### src/rdp_pkg.sv
// Shared types, constants and helper functions for the register dump parser.
`default_nettype none

package rdp_pkg;

	localparam int REG_LIMIT_DEF = 32;
	localparam int BUF_POS_DEF   = 4096;

	localparam int QUEUE_DEPTH = 4;
	localparam int PTR_W       = 2;
	localparam int LVL_W       = 3;

	localparam int INDEX_W  = 5;
	localparam int START_W  = 12;
	localparam int LENGTH_W = 12;
	localparam int VALUE_W  = 64;
	localparam int TOTAL_W  = 6;

	localparam logic [7:0] CH_NUL   = 8'h00;
	localparam logic [7:0] CH_TAB   = 8'h09;
	localparam logic [7:0] CH_LF    = 8'h0A;
	localparam logic [7:0] CH_CR    = 8'h0D;
	localparam logic [7:0] CH_SPACE = 8'h20;
	localparam logic [7:0] CH_EQ    = 8'h3D;
	localparam logic [7:0] CH_TICK  = 8'h60;
	localparam logic [7:0] CH_DIG0  = 8'h30;
	localparam logic [7:0] CH_DIG9  = 8'h39;
	localparam logic [7:0] CH_UP_A  = 8'h41;
	localparam logic [7:0] CH_UP_F  = 8'h46;
	localparam logic [7:0] CH_LOW_A = 8'h61;
	localparam logic [7:0] CH_LOW_F = 8'h66;
	localparam logic [7:0] HEX_TEN  = 8'd10;

	typedef enum logic [2:0] {
		MODE_SKIP_WS,
		MODE_NAME,
		MODE_VALUE,
		MODE_SKIP_TOKEN,
		MODE_DONE
	} mode_t;

	typedef enum logic {
		KIND_REGISTER = 1'b0,
		KIND_SUMMARY  = 1'b1
	} kind_t;

	typedef struct packed {
		kind_t                kind;
		logic [INDEX_W-1:0]   index;
		logic [START_W-1:0]   start;
		logic [LENGTH_W-1:0]  length;
		logic [VALUE_W-1:0]   value;
		logic [TOTAL_W-1:0]   total;
		logic                 last;
	} result_t;

	typedef struct packed {
		logic [1:0] count;
		result_t    first;
		result_t    second;
	} result_pair_t;

	typedef struct packed {
		logic       valid;
		logic [3:0] digit;
	} hex_t;

	function automatic hex_t hex_decode(input logic [7:0] c);
		hex_t h;
		h = '0;
		if (c >= CH_DIG0 && c <= CH_DIG9) begin
			h.valid = 1'b1;
			h.digit = 4'(c - CH_DIG0);
		end else if (c >= CH_LOW_A && c <= CH_LOW_F) begin
			h.valid = 1'b1;
			h.digit = 4'(c - CH_LOW_A + HEX_TEN);
		end else if (c >= CH_UP_A && c <= CH_UP_F) begin
			h.valid = 1'b1;
			h.digit = 4'(c - CH_UP_A + HEX_TEN);
		end
		return h;
	endfunction

	function automatic logic is_space(input logic [7:0] c);
		return (c == CH_SPACE) || (c == CH_TAB) || (c == CH_LF) || (c == CH_CR);
	endfunction

endpackage

`default_nettype wire

### src/rdp_parse_core.sv
// Parser state and the per-byte update that yields up to two result records.
`default_nettype none

module rdp_parse_core #(
	parameter int REGISTER_LIMIT   = rdp_pkg::REG_LIMIT_DEF,
	parameter int BUFFER_POSITIONS = rdp_pkg::BUF_POS_DEF
) (
	input  wire logic                 clk,
	input  wire logic                 arst_n,
	input  wire logic                 step,
	input  wire logic [7:0]           char_code,
	output rdp_pkg::result_pair_t     results
);
	import rdp_pkg::*;

	localparam int POS_W = $clog2(BUFFER_POSITIONS);
	localparam int CNT_W = $clog2(REGISTER_LIMIT + 1);
	localparam logic [POS_W-1:0] POS_LAST = POS_W'(BUFFER_POSITIONS - 1);
	localparam logic [CNT_W-1:0] CNT_LIMIT = CNT_W'(REGISTER_LIMIT);

	mode_t              mode_q, mode_d;
	logic [CNT_W-1:0]   found_q, found_d;
	logic [POS_W-1:0]   pos_q, pos_d;
	logic [POS_W-1:0]   start_q, start_d;
	logic [POS_W-1:0]   len_q, len_d;
	logic [VALUE_W-1:0] acc_q, acc_d;

	hex_t             hx;
	logic [CNT_W-1:0] found_inc;
	logic             value_end;
	result_t          reg_rec;

	assign hx        = hex_decode(char_code);
	assign found_inc = found_q + 1'b1;
	assign value_end = (mode_q == MODE_VALUE) && (char_code != CH_NUL) && !hx.valid
		&& (char_code != CH_TICK);

	always_comb begin
		mode_d  = mode_q;
		found_d = found_q;
		pos_d   = pos_q;
		start_d = start_q;
		len_d   = len_q;
		acc_d   = acc_q;
		if (char_code == CH_NUL) begin
			mode_d  = MODE_SKIP_WS;
			found_d = '0;
			pos_d   = '0;
			start_d = '0;
			len_d   = '0;
			acc_d   = '0;
		end else begin
			if (mode_q == MODE_VALUE && hx.valid) begin
				acc_d = {acc_q[VALUE_W-5:0], hx.digit};
			end else if (value_end) begin
				found_d = found_inc;
				mode_d  = (found_inc >= CNT_LIMIT) ? MODE_DONE : MODE_SKIP_WS;
			end
			if (mode_d == MODE_SKIP_TOKEN && char_code == CH_SPACE) begin
				mode_d = MODE_SKIP_WS;
			end
			if (mode_d == MODE_SKIP_WS && !is_space(char_code)) begin
				start_d = pos_q;
				len_d   = '0;
				mode_d  = MODE_NAME;
			end
			if (mode_d == MODE_NAME) begin
				priority if (char_code == CH_EQ) begin
					acc_d  = '0;
					mode_d = MODE_VALUE;
				end else if (char_code == CH_SPACE) begin
					mode_d = MODE_SKIP_WS;
				end else if (char_code == CH_TAB) begin
					mode_d = MODE_SKIP_TOKEN;
				end else begin
					if (len_d < POS_LAST) begin
						len_d = len_d + 1'b1;
					end
				end
			end
			pos_d = (pos_q == POS_LAST) ? '0 : pos_q + 1'b1;
		end
	end

	always_comb begin
		reg_rec        = '0;
		reg_rec.kind   = KIND_REGISTER;
		reg_rec.index  = INDEX_W'(found_q);
		reg_rec.start  = START_W'(start_q);
		reg_rec.length = LENGTH_W'(len_q);
		reg_rec.value  = acc_q;

		results = '0;
		if (char_code == CH_NUL) begin
			if (mode_q == MODE_VALUE) begin
				results.count        = 2'd2;
				results.first        = reg_rec;
				results.second.kind  = KIND_SUMMARY;
				results.second.total = TOTAL_W'(found_inc);
				results.second.last  = 1'b1;
			end else begin
				results.count       = 2'd1;
				results.first.kind  = KIND_SUMMARY;
				results.first.total = TOTAL_W'(found_q);
				results.first.last  = 1'b1;
			end
		end else if (value_end) begin
			results.count      = 2'd1;
			results.first      = reg_rec;
			results.first.last = 1'b1;
		end
	end

	always_ff @(posedge clk or negedge arst_n) begin
		if (!arst_n) begin
			mode_q  <= MODE_SKIP_WS;
			found_q <= '0;
			pos_q   <= '0;
			start_q <= '0;
			len_q   <= '0;
			acc_q   <= '0;
		end else if (step) begin
			mode_q  <= mode_d;
			found_q <= found_d;
			pos_q   <= pos_d;
			start_q <= start_d;
			len_q   <= len_d;
			acc_q   <= acc_d;
		end
	end

endmodule

`default_nettype wire

### src/rdp_out_queue.sv
// Small result queue: takes up to two records per cycle, hands out one.
`default_nettype none

module rdp_out_queue (
	input  wire logic                       clk,
	input  wire logic                       arst_n,
	input  wire rdp_pkg::result_pair_t      push,
	output logic                            out_valid,
	input  wire logic                       out_ready,
	output rdp_pkg::result_t                head,
	output logic [rdp_pkg::LVL_W-1:0]       level
);
	import rdp_pkg::*;

	result_t          ent_q [QUEUE_DEPTH];
	logic [PTR_W-1:0] wr_ptr_q;
	logic [PTR_W-1:0] rd_ptr_q;
	logic [LVL_W-1:0] level_q;
	logic             pop;

	assign out_valid = (level_q != '0);
	assign pop       = out_valid && out_ready;
	assign head      = ent_q[rd_ptr_q];
	assign level     = level_q;

	always_ff @(posedge clk) begin
		if (push.count != 2'd0) begin
			ent_q[wr_ptr_q] <= push.first;
		end
		if (push.count == 2'd2) begin
			ent_q[PTR_W'(wr_ptr_q + 1'b1)] <= push.second;
		end
	end

	always_ff @(posedge clk or negedge arst_n) begin
		if (!arst_n) begin
			wr_ptr_q <= '0;
			rd_ptr_q <= '0;
			level_q  <= '0;
		end else begin
			wr_ptr_q <= PTR_W'(wr_ptr_q + PTR_W'(push.count));
			rd_ptr_q <= PTR_W'(rd_ptr_q + PTR_W'(pop));
			level_q  <= LVL_W'(level_q + LVL_W'(push.count) - LVL_W'(pop));
		end
	end

endmodule

`default_nettype wire

### src/register_dump_parser.sv
// Register dump parser: one text byte per item in, register and summary records out.
// One byte is taken every cycle while the result queue has room. A byte is held in the
// input register while the parser updates its state, and its records are written into a
// four-entry result queue that drives the output. Most bytes give no record; a byte that
// closes a value gives one; the zero byte gives the summary, preceded by the last register
// record when the buffer ends inside a value, and those two records are handed out one at a
// time. Input is held off only while the queue has fewer than two free entries.
`default_nettype none

module register_dump_parser #(
	parameter int REGISTER_LIMIT   = rdp_pkg::REG_LIMIT_DEF,
	parameter int BUFFER_POSITIONS = rdp_pkg::BUF_POS_DEF
) (
	input  wire logic                           clk,
	input  wire logic                           arst_n,
	input  wire logic                           in_valid,
	output logic                                in_ready,
	input  wire logic [7:0]                     char_code,
	output logic                                out_valid,
	input  wire logic                           out_ready,
	output logic                                record_kind,
	output logic [rdp_pkg::INDEX_W-1:0]         reg_index,
	output logic [rdp_pkg::START_W-1:0]         name_start,
	output logic [rdp_pkg::LENGTH_W-1:0]        name_length,
	output logic [rdp_pkg::VALUE_W-1:0]         reg_value,
	output logic [rdp_pkg::TOTAL_W-1:0]         total_registers,
	output logic                                last_of_run
);
	import rdp_pkg::*;

	logic         valid_s1;
	logic [7:0]   char_s1;
	logic         room;
	logic         advance;
	result_pair_t results;
	result_pair_t push;
	result_t      head;
	logic [LVL_W-1:0] level;

	assign room     = (level <= LVL_W'(QUEUE_DEPTH - 2));
	assign advance  = valid_s1 && room;
	assign in_ready = !valid_s1 || advance;

	always_ff @(posedge clk or negedge arst_n) begin
		if (!arst_n) begin
			valid_s1 <= 1'b0;
		end else if (in_ready) begin
			valid_s1 <= in_valid;
		end
	end

	always_ff @(posedge clk) begin
		if (in_ready && in_valid) begin
			char_s1 <= char_code;
		end
	end

	rdp_parse_core #(
		.REGISTER_LIMIT   (REGISTER_LIMIT),
		.BUFFER_POSITIONS (BUFFER_POSITIONS)
	) u_core (
		.clk       (clk),
		.arst_n    (arst_n),
		.step      (advance),
		.char_code (char_s1),
		.results   (results)
	);

	always_comb begin
		push = results;
		if (!advance) begin
			push.count = 2'd0;
		end
	end

	rdp_out_queue u_queue (
		.clk       (clk),
		.arst_n    (arst_n),
		.push      (push),
		.out_valid (out_valid),
		.out_ready (out_ready),
		.head      (head),
		.level     (level)
	);

	assign record_kind     = head.kind;
	assign reg_index       = head.index;
	assign name_start      = head.start;
	assign name_length     = head.length;
	assign reg_value       = head.value;
	assign total_registers = head.total;
	assign last_of_run     = head.last;

	a_level_bound: assert property (@(posedge clk) disable iff (!arst_n)
		level <= LVL_W'(QUEUE_DEPTH))
		else $error("result queue overfilled");

	a_summary_last: assert property (@(posedge clk) disable iff (!arst_n)
		out_valid && record_kind == KIND_SUMMARY |-> last_of_run)
		else $error("summary record not marked last");

	a_pair_queued: assert property (@(posedge clk) disable iff (!arst_n)
		out_valid && !last_of_run |-> level >= LVL_W'(2))
		else $error("record pair split in queue");

	a_pair_kind: assert property (@(posedge clk) disable iff (!arst_n)
		out_valid && !last_of_run |-> record_kind == KIND_REGISTER)
		else $error("non-last record is not a register record");

endmodule

`default_nettype wire

### config.mk
export PLATFORM = sky130hd
export DESIGN_NAME = register_dump_parser
export DESIGN_NICKNAME = d
export VERILOG_FILES = /design/src/rdp_pkg.sv /design/src/rdp_parse_core.sv /design/src/rdp_out_queue.sv /design/src/register_dump_parser.sv
export SDC_FILE = /design/constraint.sdc
export NUM_CORES = 1
export LEC_CHECK = 0
export ABC_AREA = 1
export BUFFER_PORTS_ARGS = -buffer_cell sky130_fd_sc_hd__buf_4
export CAP_MARGIN = 20
export CORE_MARGIN = 2
export CORE_UTILIZATION = 40
export CTS_CLUSTER_DIAMETER = 50
export CTS_CLUSTER_SIZE = 20
export DETAILED_ROUTE_END_ITERATION = 12
export GPL_TIMING_DRIVEN = 0
export PLACE_DENSITY = 0.59
export SLEW_MARGIN = 20
export SYNTH_ARGS = -nofsm -noshare
export SYNTH_HDL_FRONTEND = slang
export SYNTH_HIERARCHICAL = 1
export SYNTH_SLANG_ARGS = --single-unit
### constraint.sdc
create_clock -name clk -period 6 [get_ports clk]
set_clock_uncertainty 0.2 [all_clocks]
set_input_delay 0.3 -clock clk [delete_from_list [all_inputs] [get_ports clk]]
set_output_delay 0.3 -clock clk [all_outputs]
set_load 0.1 [all_outputs]
== Word-level counts from Yosys, hierarchy flattened ==
Memories as Yosys holds them, arrays and structs flattened.
Cells that the tools add are included.
Operators by class
  magnitude comparators: 9
  equality and inequality tests: 12
  shifts and indexed selects: 0
  divide/modulo/power cells: 0
  multiply operators: 0
  $add $sub $neg: 13
  mux-type cells: 49
  bitwise gates (word level): 0
  reductions and logical operators: 28
Operator list (count)
  64-bit two-way mux: 4
  12-bit two-way mux: 12
  103-bit two-way mux: 1
  102-bit two-way mux: 1
  93-bit two-way mux: 1
  3-bit two-way mux: 14
  12-bit by 1-bit adder with 12-bit output (second input constant): 2
  8-bit by 4-bit == test with 1-bit output (second input constant): 3
  7-bit two-way mux: 3
  6-bit two-way mux: 3
  8-bit by 6-bit == test with 1-bit output (second input constant): 2
  8-bit by 7-bit greater-or-equal comparator with 1-bit output (second input constant): 2
  8-bit by 7-bit <= comparator with 1-bit output (second input constant): 2
  5-bit two-way mux: 3
  12-bit == test (second input constant): 1
  1-bit logical AND: 12
  12-bit less-than comparator (second input constant): 1
  4-bit by 1-bit subtractor with 4-bit output (second input constant): 3
  4-bit adder (second input constant): 2
  8-bit by 6-bit greater-or-equal comparator with 1-bit output (second input constant): 1
  8-bit by 6-bit <= comparator with 1-bit output (second input constant): 1
  8-bit logical NOT: 1
  8-bit by 7-bit inequality test with 1-bit output (second input constant): 1
  8-bit nonzero test: 1
  21 further kinds: 34
Word-level totals
  memory bits (writable): 404
  memories kept: 1
  bits in latches: 0
  output and inout port bits: 103
  flip-flop bits (word level): 125
  bits in read-only memories: 0
Memory list
  u_queue.ent_q: words 4, bits a word 101, read ports 1, clocked after memory_dff 0, write ports 2, RTL line rdp_out_queue.sv:15  | result_t ent_q [QUEUE_DEPTH];

== Longest topological paths before layout ==
Gate-level depths: netlist (run 1).
  word-level depth: 26
  depth in mapped cells: 27

== Cells and area by module ==
The synthesis (run 1) kept the hierarchy.
Modules (own cells, without submodules)
  rdp_out_queue: instances 1, area each 20363.3 um^2, cells an instance 2135, sequential area each 12306.8 um^2
  rdp_parse_core: instances 1, area each 7297.0 um^2, cells an instance 980, sequential area each 2727.6 um^2
  register_dump_parser: instances 1, area each 316.6 um^2, cells an instance 22, sequential area each 265.3 um^2

== Least setup slack after synthesis (run 1) ==
No wires, ideal clock.
  path kind: flip-flop to flip-flop
  from: register char_s1[0]
  to: memory u_queue/ent_q[3][0] (netlist bit), enable pin
  buffers on the path: 3
  slack: 0.436 ns
  library setup time: 0.933 ns
  cell stages (with the launch flop): 17
  required time: 4.867 ns
  period minus slack after synthesis: 5.564 ns
  arrival time: 4.431 ns
  cells stage by stage: edfxtp_1 -> inv_1 -> ha_1 -> nand2_1 -> nor2_2 -> nand3_2 -> nor2_1 -> inv_1 -> clkbuf_1 -> nand2_1 -> buf_4 -> inv_1 -> nor2_1 -> nor2_4 -> nand2_2 -> clkbuf_1 -> nand2_1
RTL lines
  start, declared: RTL line register_dump_parser.sv:32  | logic [7:0] char_s1;
  start signal, assigned: RTL line register_dump_parser.sv:54  | char_s1 <= char_code;
  end, declared: RTL line rdp_out_queue.sv:15

==> run_results.csv, run 1 <==
group,metric,value,unit
logic_synthesis,yosys-top-cells-area,"edfxtp_1, dfrtp_1, nand2_1",
grt,grt_first_pass_wirelength,127,mm
logic_synthesis,seq_area_frac_synth,54.7,%
clock_network,root_buffer,"clkbuf_16",
worst_setup_path,ff2ff_path_depth,18,
worst_setup_path,cp_max_fo,41,
logic_synthesis,syn_area,28000,µm²
worst_setup_path,critPathCaptureType,"register",
timing,fmax,175,MHz
status,status,"finished clean",
final_layout,layout_commonest_cell,"nand2_1",
floorplan,core-area,68900,µm²
clock_network,cts_tree,"done",
place,gp_congestion,0.858,
place,placed_area,30600,µm²
timing,tns,0,ns
detailed_routing,wire_per_inst,18.9,µm
logic_synthesis,yosysTopAreaCellShare,44.2,%
grt,grt_overflow,0,
floorplan,rows,96,
clock_network,path_clk_slew,0.06,ns
pwr,power_density,470,nW/µm²
logic_synthesis,synth.distinct_cells,41,
final_layout,area_growth,17.2,%
clock_network,cts_buffer_depth,3,
logic_synthesis,syn_inst,3137,
timing,finalMaxSlewViolations,0,
hold_path,min_path_type,"input port to register",
place,hpwl,55.3,mm
worst_setup_path,required,6.15,ns
timing,post-route-period-util,95.5,%
clock_network,cts_sinks,529,
pwr,ir_drop,0.000489,V
final_layout,fin_util,47.6,%
logic_synthesis,ys.flop_type,"edfxtp_1",
clock_network,cts.repair.resized,0,
clock_network,numCtsBuffers,61,
detailed_routing,first_iter_violations,1868,
floorplan,die_h,268,µm
clock_network,htree_levels,2,
detailed_routing,firstDrtPassIters,6,
grt,antenna_found_initial,0,
place,portBuffers,114,
timing,setup_viol,0,
final_layout,fin_nets,3453,
logic_synthesis,ys_ff_latch,529,
timing,hold_viol,0,
detailed_routing,vias,22600,
clock_network,clk_latency,0.63,ns
final_layout,n_antenna_cell,0,
final_layout,layout-drive-gt1-share,15.9,%
logic_synthesis,yosys_warnings,6,
hold_path,holdPathStages,2,
floorplan,die_w,268,µm
detailed_routing,drt_wl_total,83.4,mm
logic_synthesis,synthArstFlopShare,22.1,%
pwr,total_power,15.4,mW
timing,fin_crit,5.73,ns
detailed_routing,antenna_left,0,
detailed_routing,vias_per_cell,5.12,
timing,hold_ws,0.198,ns
final_layout,final_cell_mix,"nand2_1, edfxtp_1, o21ai_1",
floorplan,fp.dieArea,72100,µm²
job,maxCapViolCount,0,
worst_setup_path,cp-start-kind,"register",
worst_setup_path,worst-endpoint-arrival,5.88,ns
grt,grt_pass1_vias,21300,
clock_network,cts_setup_buffers,0,
floorplan,io_pins,115,
logic_synthesis,synth_edf_count,412,
final_layout,final_area,32800,µm²
detailed_routing,route.detailed.drc,0,
floorplan,start_util,40.6,%
logic_synthesis,syn_area_per_cell,8.92,µm²
grt,track_usage,23.2,%
grt,grt_max_degree,60,
logic_synthesis,yosys.area.top_type,"edfxtp_1",
pwr,leakagePower,11.4,nW
timing,max_slew_margin,30.2,%
timing,grt_setup_unrepaired,"no",
worst_setup_path,crit_type,"register to register",
timing,worstMarginPinSlew,1.05,ns
==> metal layers <==
layer	share of wire, %	GRT usage (%)	vias to the layer above
met5	0	0	-
met4	3.0	7.51	0
met2	45	36.7	801
li1	-	-	11100
met3	7.4	3.48	148
met1	44	32.8	10500
==> worst paths after layout <==
path / from / end / slack [ns]
max: char_s1[0]$_DFFE_PP_ / u_queue/ent_q[2][55]$_DFFE_PP_ / 0.27
min: char_code[6] / char_s1[6]$_DFFE_PP_ / 0.20
max reg2reg: char_s1[0]$_DFFE_PP_ / u_queue/ent_q[2][55]$_DFFE_PP_ / 0.27
min reg2reg: u_queue/rd_ptr_q[1]$_DFF_PN0_ / u_queue/rd_ptr_q[1]$_DFF_PN0_ / 0.28
max in group asynchronous: arst_n / u_core/acc_q[2]$_DFFE_PN0P_ / 3.93
min in group asynchronous: arst_n / u_queue/level[0]$_DFF_PN0_ / 0.53
==> synthesized netlist by cell type (11+ instances only) <==
master and count:
o21ai_1 381, buf_6 30, buf_2 68, nor2_1 360, buf_1 12, edfxtp_1 412
o21ai_2 70, o21ai_0 338, dfrtp_1 117, nand2_1 525, o22ai_1 21, clkbuf_1 88
buf_4 110, o211ai_1 60, a21oi_1 71, ha_1 11, inv_1 252, nor3_1 100
nand3_1 43
==> area by class of cell <==
type                       instances  area (µm²)
buffer                           308        1880
clock buffer                      69        1580
clock inverter                    46         453
fill                            6512       36200
inverter                         263         987
multi-input combinational       2129       10200
sequential                       529       15300
tap                              931        1160
timing repair buffer             137        1240
==> worst max-delay path, stage by stage, from the launching register on <==
cell and delay [ns]:
edfxtp_1 0.45, inv_1 0.16, ha_1 0.20, nand2_1 0.07
nor2_2 0.13, nand3_2 0.22, nor2_2 0.48, buf_6 0.22
inv_1 0.07, clkbuf_1 0.31, nand2_1 0.35, buf_4 0.16
inv_1 0.03, nor2_1 0.45, nor2_4 0.10, nand2_2 0.17
clkbuf_1 0.62, nand2_4 0.62, buf_12 0.39
==> report_power, final <==
part,leakage (nW),internal [mW],total [mW],switching (mW)
Sequential,5.02,4.22,4.38,0.160
Combinational,5.45,1.42,7.32,5.90
Clock,0.974,2.07,3.72,1.64
Total,11.4,7.71,15.4,7.71
==> cells by family after synthesis <==
family                     Yosys count  share of synthesized area [%]
and+or+nand+nor                   1068                           15.6
AOI/OAI and AO/OA                  947                           18.6
buffers and inverters              571                           10.2
DFF                                529                           54.7
adders and majority gates           12                          0.564
xor gates and xnor gates             9                          0.282
other                                1                         0.0134
==> flip-flops by register name (all words and copies together), names as in the netlist, 3 cells and up <==
| register | flops |
|---|---|
| u_core/start_q | 12 |
| u_core/pos_q | 12 |
| u_core/mode_q | 3 |
| u_core/len_q | 12 |
| u_queue/ent_q | 404 |
| u_core/acc_q | 64 |
| u_queue/level | 3 |
| char_s1 | 8 |
| u_core/found_q | 6 |
==> metrics by stage <==
stage | instances | worst slack (ns)
floorplan | 3229 | 0.436
global placement | 4274 | -4.03
detailed placement | 4284 | 0.334
CTS | 4412 | 0.348
global route | 4412 | 0.0971
finish | 4412 | 0.271
==> repair_timing <==
| action | 4_1_cts | 5_1_grt |
|---|---|---|
| hold buffers | 13 | 0 |
| endpoints found under the setup margin | 0 | 0 |
| endpoints found under the hold margin | 137 | 0 |
No activity file was read; power rests on OpenSTA's default activity.
==> run 2: changes to the inputs <==
- ABC_AREA: 1 -> unset
- BUFFER_PORTS_ARGS: -buffer_cell sky130_fd_sc_hd__buf_4 -> -buffer_cell sky130_fd_sc_hd__buf_2
==> run_results.csv, run 2 <==
group,metric,value,unit
status,status,"finished clean",
worst_setup_path,crit_slowest_cell,"o21ai_0",
pwr,pwr-share-clk,24.6,%
timing,finalMaxSlewViolations,0,
final_layout,n_antenna_cell,0,
final_layout,regMostFlops,"u_queue/ent_q",
logic_synthesis,synth_top_family_by_area,"multiplexers",
place,dp_slack,0.960,ns
final_layout,final_cell_mix,"edfxtp_1, mux2_4, mux2_1",
final_layout,layout_commonest_cell,"edfxtp_1",
clock_network,numCtsBuffers,56,
pwr,sw_frac_of_total,48.7,%
pwr,power_switching,7.02,mW
grt,grt_max_degree,68,
logic_synthesis,synthMostInstantiatedCell,"edfxtp_1",
worst_setup_path,critPathCaptureType,"register",
logic_synthesis,synth_compound_area_share,4.62,%
place,dp_cells,2786,
clock_network,htree_levels,2,
clock_network,cts.repair.resized,0,
floorplan,rows,95,
logic_synthesis,ys.flop_type,"edfxtp_1",
logic_synthesis,yosys_warnings,6,
pwr,power_density,449,nW/µm²
final_layout,largest_reg_flops,404,
clock_network,cts_buffer_depth,3,
timing,worstMarginPinSlew,1.00,ns
grt,grt_first_pass_wirelength,96.2,mm
logic_synthesis,synth.distinct_cells,70,
final_layout,top_regs,"u_queue/ent_q (404), u_core/acc_q (64)",
pwr,ir_drop,0.000593,V
floorplan,start_util,40.5,%
clock_network,root_buffer,"clkbuf_16",
place,hpwl,42.6,mm
floorplan,core-area,67400,µm²
worst_setup_path,crit_top_cell,"buf_16",
clock_network,path_clk_slew,0.06,ns
logic_synthesis,yosys-top-cells-area,"edfxtp_1, dfrtp_1, mux2_4",
timing,grt_setup_unrepaired,"no",
worst_setup_path,cp-start-kind,"register",
grt,antenna_found_initial,0,
timing,fmax,199,MHz
hold_path,min_path_type,"input port to asynchronous set/reset pin",
detailed_routing,first_iter_violations,962,
logic_synthesis,synth_xor_area_share,0.641,%
detailed_routing,vias_per_cell,5.16,
logic_synthesis,synth_commonest_cells,"edfxtp_1, mux2_1, mux2_4, dfrtp_1, buf_4",
detailed_routing,route.detailed.drc,0,
logic_synthesis,synth_fa_ha_area_share,0.577,%
worst_setup_path,required,6.16,ns
grt,grt_pass1_vias,15700,
logic_synthesis,syn_area,27300,µm²
clock_network,clk_latency,0.62,ns
grt,track_usage,18.0,%
logic_synthesis,yosysTopAreaCellShare,45.3,%
place,portBuffers,114,
logic_synthesis,syn_inst,1679,
floorplan,io_pins,115,
clock_network,cts_sinks,529,
pwr,p_int,7.40,mW
timing,setup_ws,0.987,ns
worst_setup_path,crit_chain,"inv_1, ha_1, nor4b_4, nand2_1, o21ai_0, buf_4, and4b_1, nand4b_1, buf_2, buf_4, o21ai_4, buf_16, buf_16, buf_16",
pwr,leakagePower,12.6,nW
logic_synthesis,ys_ff_latch,529,
timing,fin_crit,5.01,ns
logic_synthesis,synth-simple-area-share,5.16,%
timing,max_slew_margin,33.4,%
final_layout,layout-drive-gt1-share,37.6,%
place,gp_congestion,0.806,
timing,hold_viol,0,
worst_setup_path,worst-endpoint-arrival,5.17,ns
pwr,combPwrFrac,46.5,%
grt,grt_overflow,0,
final_layout,area_growth,17.6,%
floorplan,die_h,265,µm
logic_synthesis,yosys.area.top_type,"edfxtp_1",
worst_setup_path,crit_type,"register to register",
final_layout,final_cell_count_no_fill,2901,
detailed_routing,vias,15000,
clock_network,cts_tree,"done",
floorplan,fp.dieArea,70400,µm²
detailed_routing,firstDrtPassIters,5,
timing,post-route-period-util,83.5,%
pwr,seq_power_share,28.8,%
detailed_routing,wire_per_inst,21.8,µm
worst_setup_path,crit_path_max_incr_delay,0.65,ns
logic_synthesis,synthArstFlopShare,22.1,%
timing,setup_viol,0,
final_layout,fin_nets,2006,
logic_synthesis,synth.area.mux_share,27.5,%
logic_synthesis,syn_area_per_cell,16.3,µm²
detailed_routing,antenna_left,0,
detailed_routing,drt_wl_total,63.1,mm
logic_synthesis,seq_area_frac_synth,56.0,%
job,maxCapViolCount,0,
worst_setup_path,cp_max_fo,16,
floorplan,die_w,265,µm
logic_synthesis,synth_edf_count,412,
## run 2: stage by stage
stage                     hold WS, ns  instance area, µm²  TNS [ns]  utilization, %  power (mW)
after floorplan                -0.196               27700   -275.78               -        9.85
after detailed placement       0.0954               30100         0            44.7        11.0
after CTS                     0.00205               32100         0            47.7        14.6
final                          0.0135               32100         0            47.7        14.4
after global routing           0.0466               32100         0            47.7        14.9
after global placement          0.280               29300  -1864.67            43.5        11.0
## run 2: cell families (layout without fill, tap and decap cells)
kind of cell,Yosys count,after routing
other,1,93
muxes,509,509
and+or+nand+nor,235,235
AOI/OAI and AO/OA,163,163
DFF,529,529
xor gates and xnor gates,20,20
adders and majority gates,12,12
buffers and inverters,210,467
## run 2: critical path, delay by kind of cell (launching register included)
family          cells  cell delay, ns
simple gates        4            1.36
fa+ha+maj           1            0.19
flops               1            0.47
compound gates      2            0.86
buf+inv             7            1.65
## run 2: power groups by stage
stage	registers (mW)	clock network (mW)	logic, mW
floorplan	4.19	0	5.66
global placement	4.23	0	6.74
detailed placement	4.23	0	6.78
CTS	4.16	3.64	6.79
global route	4.18	3.78	6.95
finish	4.16	3.55	6.71
## run 2: cell type report
class	instances	area [µm²]
plain buffers	197	1450
inverters	13	48.8
flip-flops and latches	529	15300
multi-input cells	1032	10900
well taps	873	1090
clock buffers	63	1460
fillers	5719	35300
clock inverters	41	444
repair buffers	153	1440
## run 2: path summary, 6_finish.rpt
kind | slack [ns] | end | start | depth (start not counted)
min in group clk | 0.20 | char_s1[2]$_DFFE_PP_ | char_code[2] | 2
hold / removal | 0.01 | valid_s1$_DFFE_PN0P_ | arst_n | 2
max in group asynchronous | 4.89 | u_core/acc_q[58]$_DFFE_PN0P_ | arst_n | 3
hold reg to reg | 0.30 | u_core/acc_q[62]$_DFFE_PN0P_ | u_core/acc_q[62]$_DFFE_PN0P_ | 1
setup / recovery | 0.99 | u_queue/ent_q[0][77]$_DFFE_PP_ | char_s1[0]$_DFFE_PP_ | 14
setup reg to reg | 0.99 | u_queue/ent_q[0][77]$_DFFE_PP_ | char_s1[0]$_DFFE_PP_ | 14
## run 2: layer usage
metal / up-vias / GRT usage, % / wire, µm
met3: 68 / 2.65 / 2660
met1: 7621 / 24.2 / 27600
met4: 0 / 3.89 / 1010
met5: - / 0 / 0
met2: 293 / 31.2 / 31800
li1: 6983 / - / -
## run 2: repair_timing
item / in CTS / in global routing
setup buffers: 0 / 0
hold buffers: 11 / 0
endpoints found under the hold margin: 136 / 0
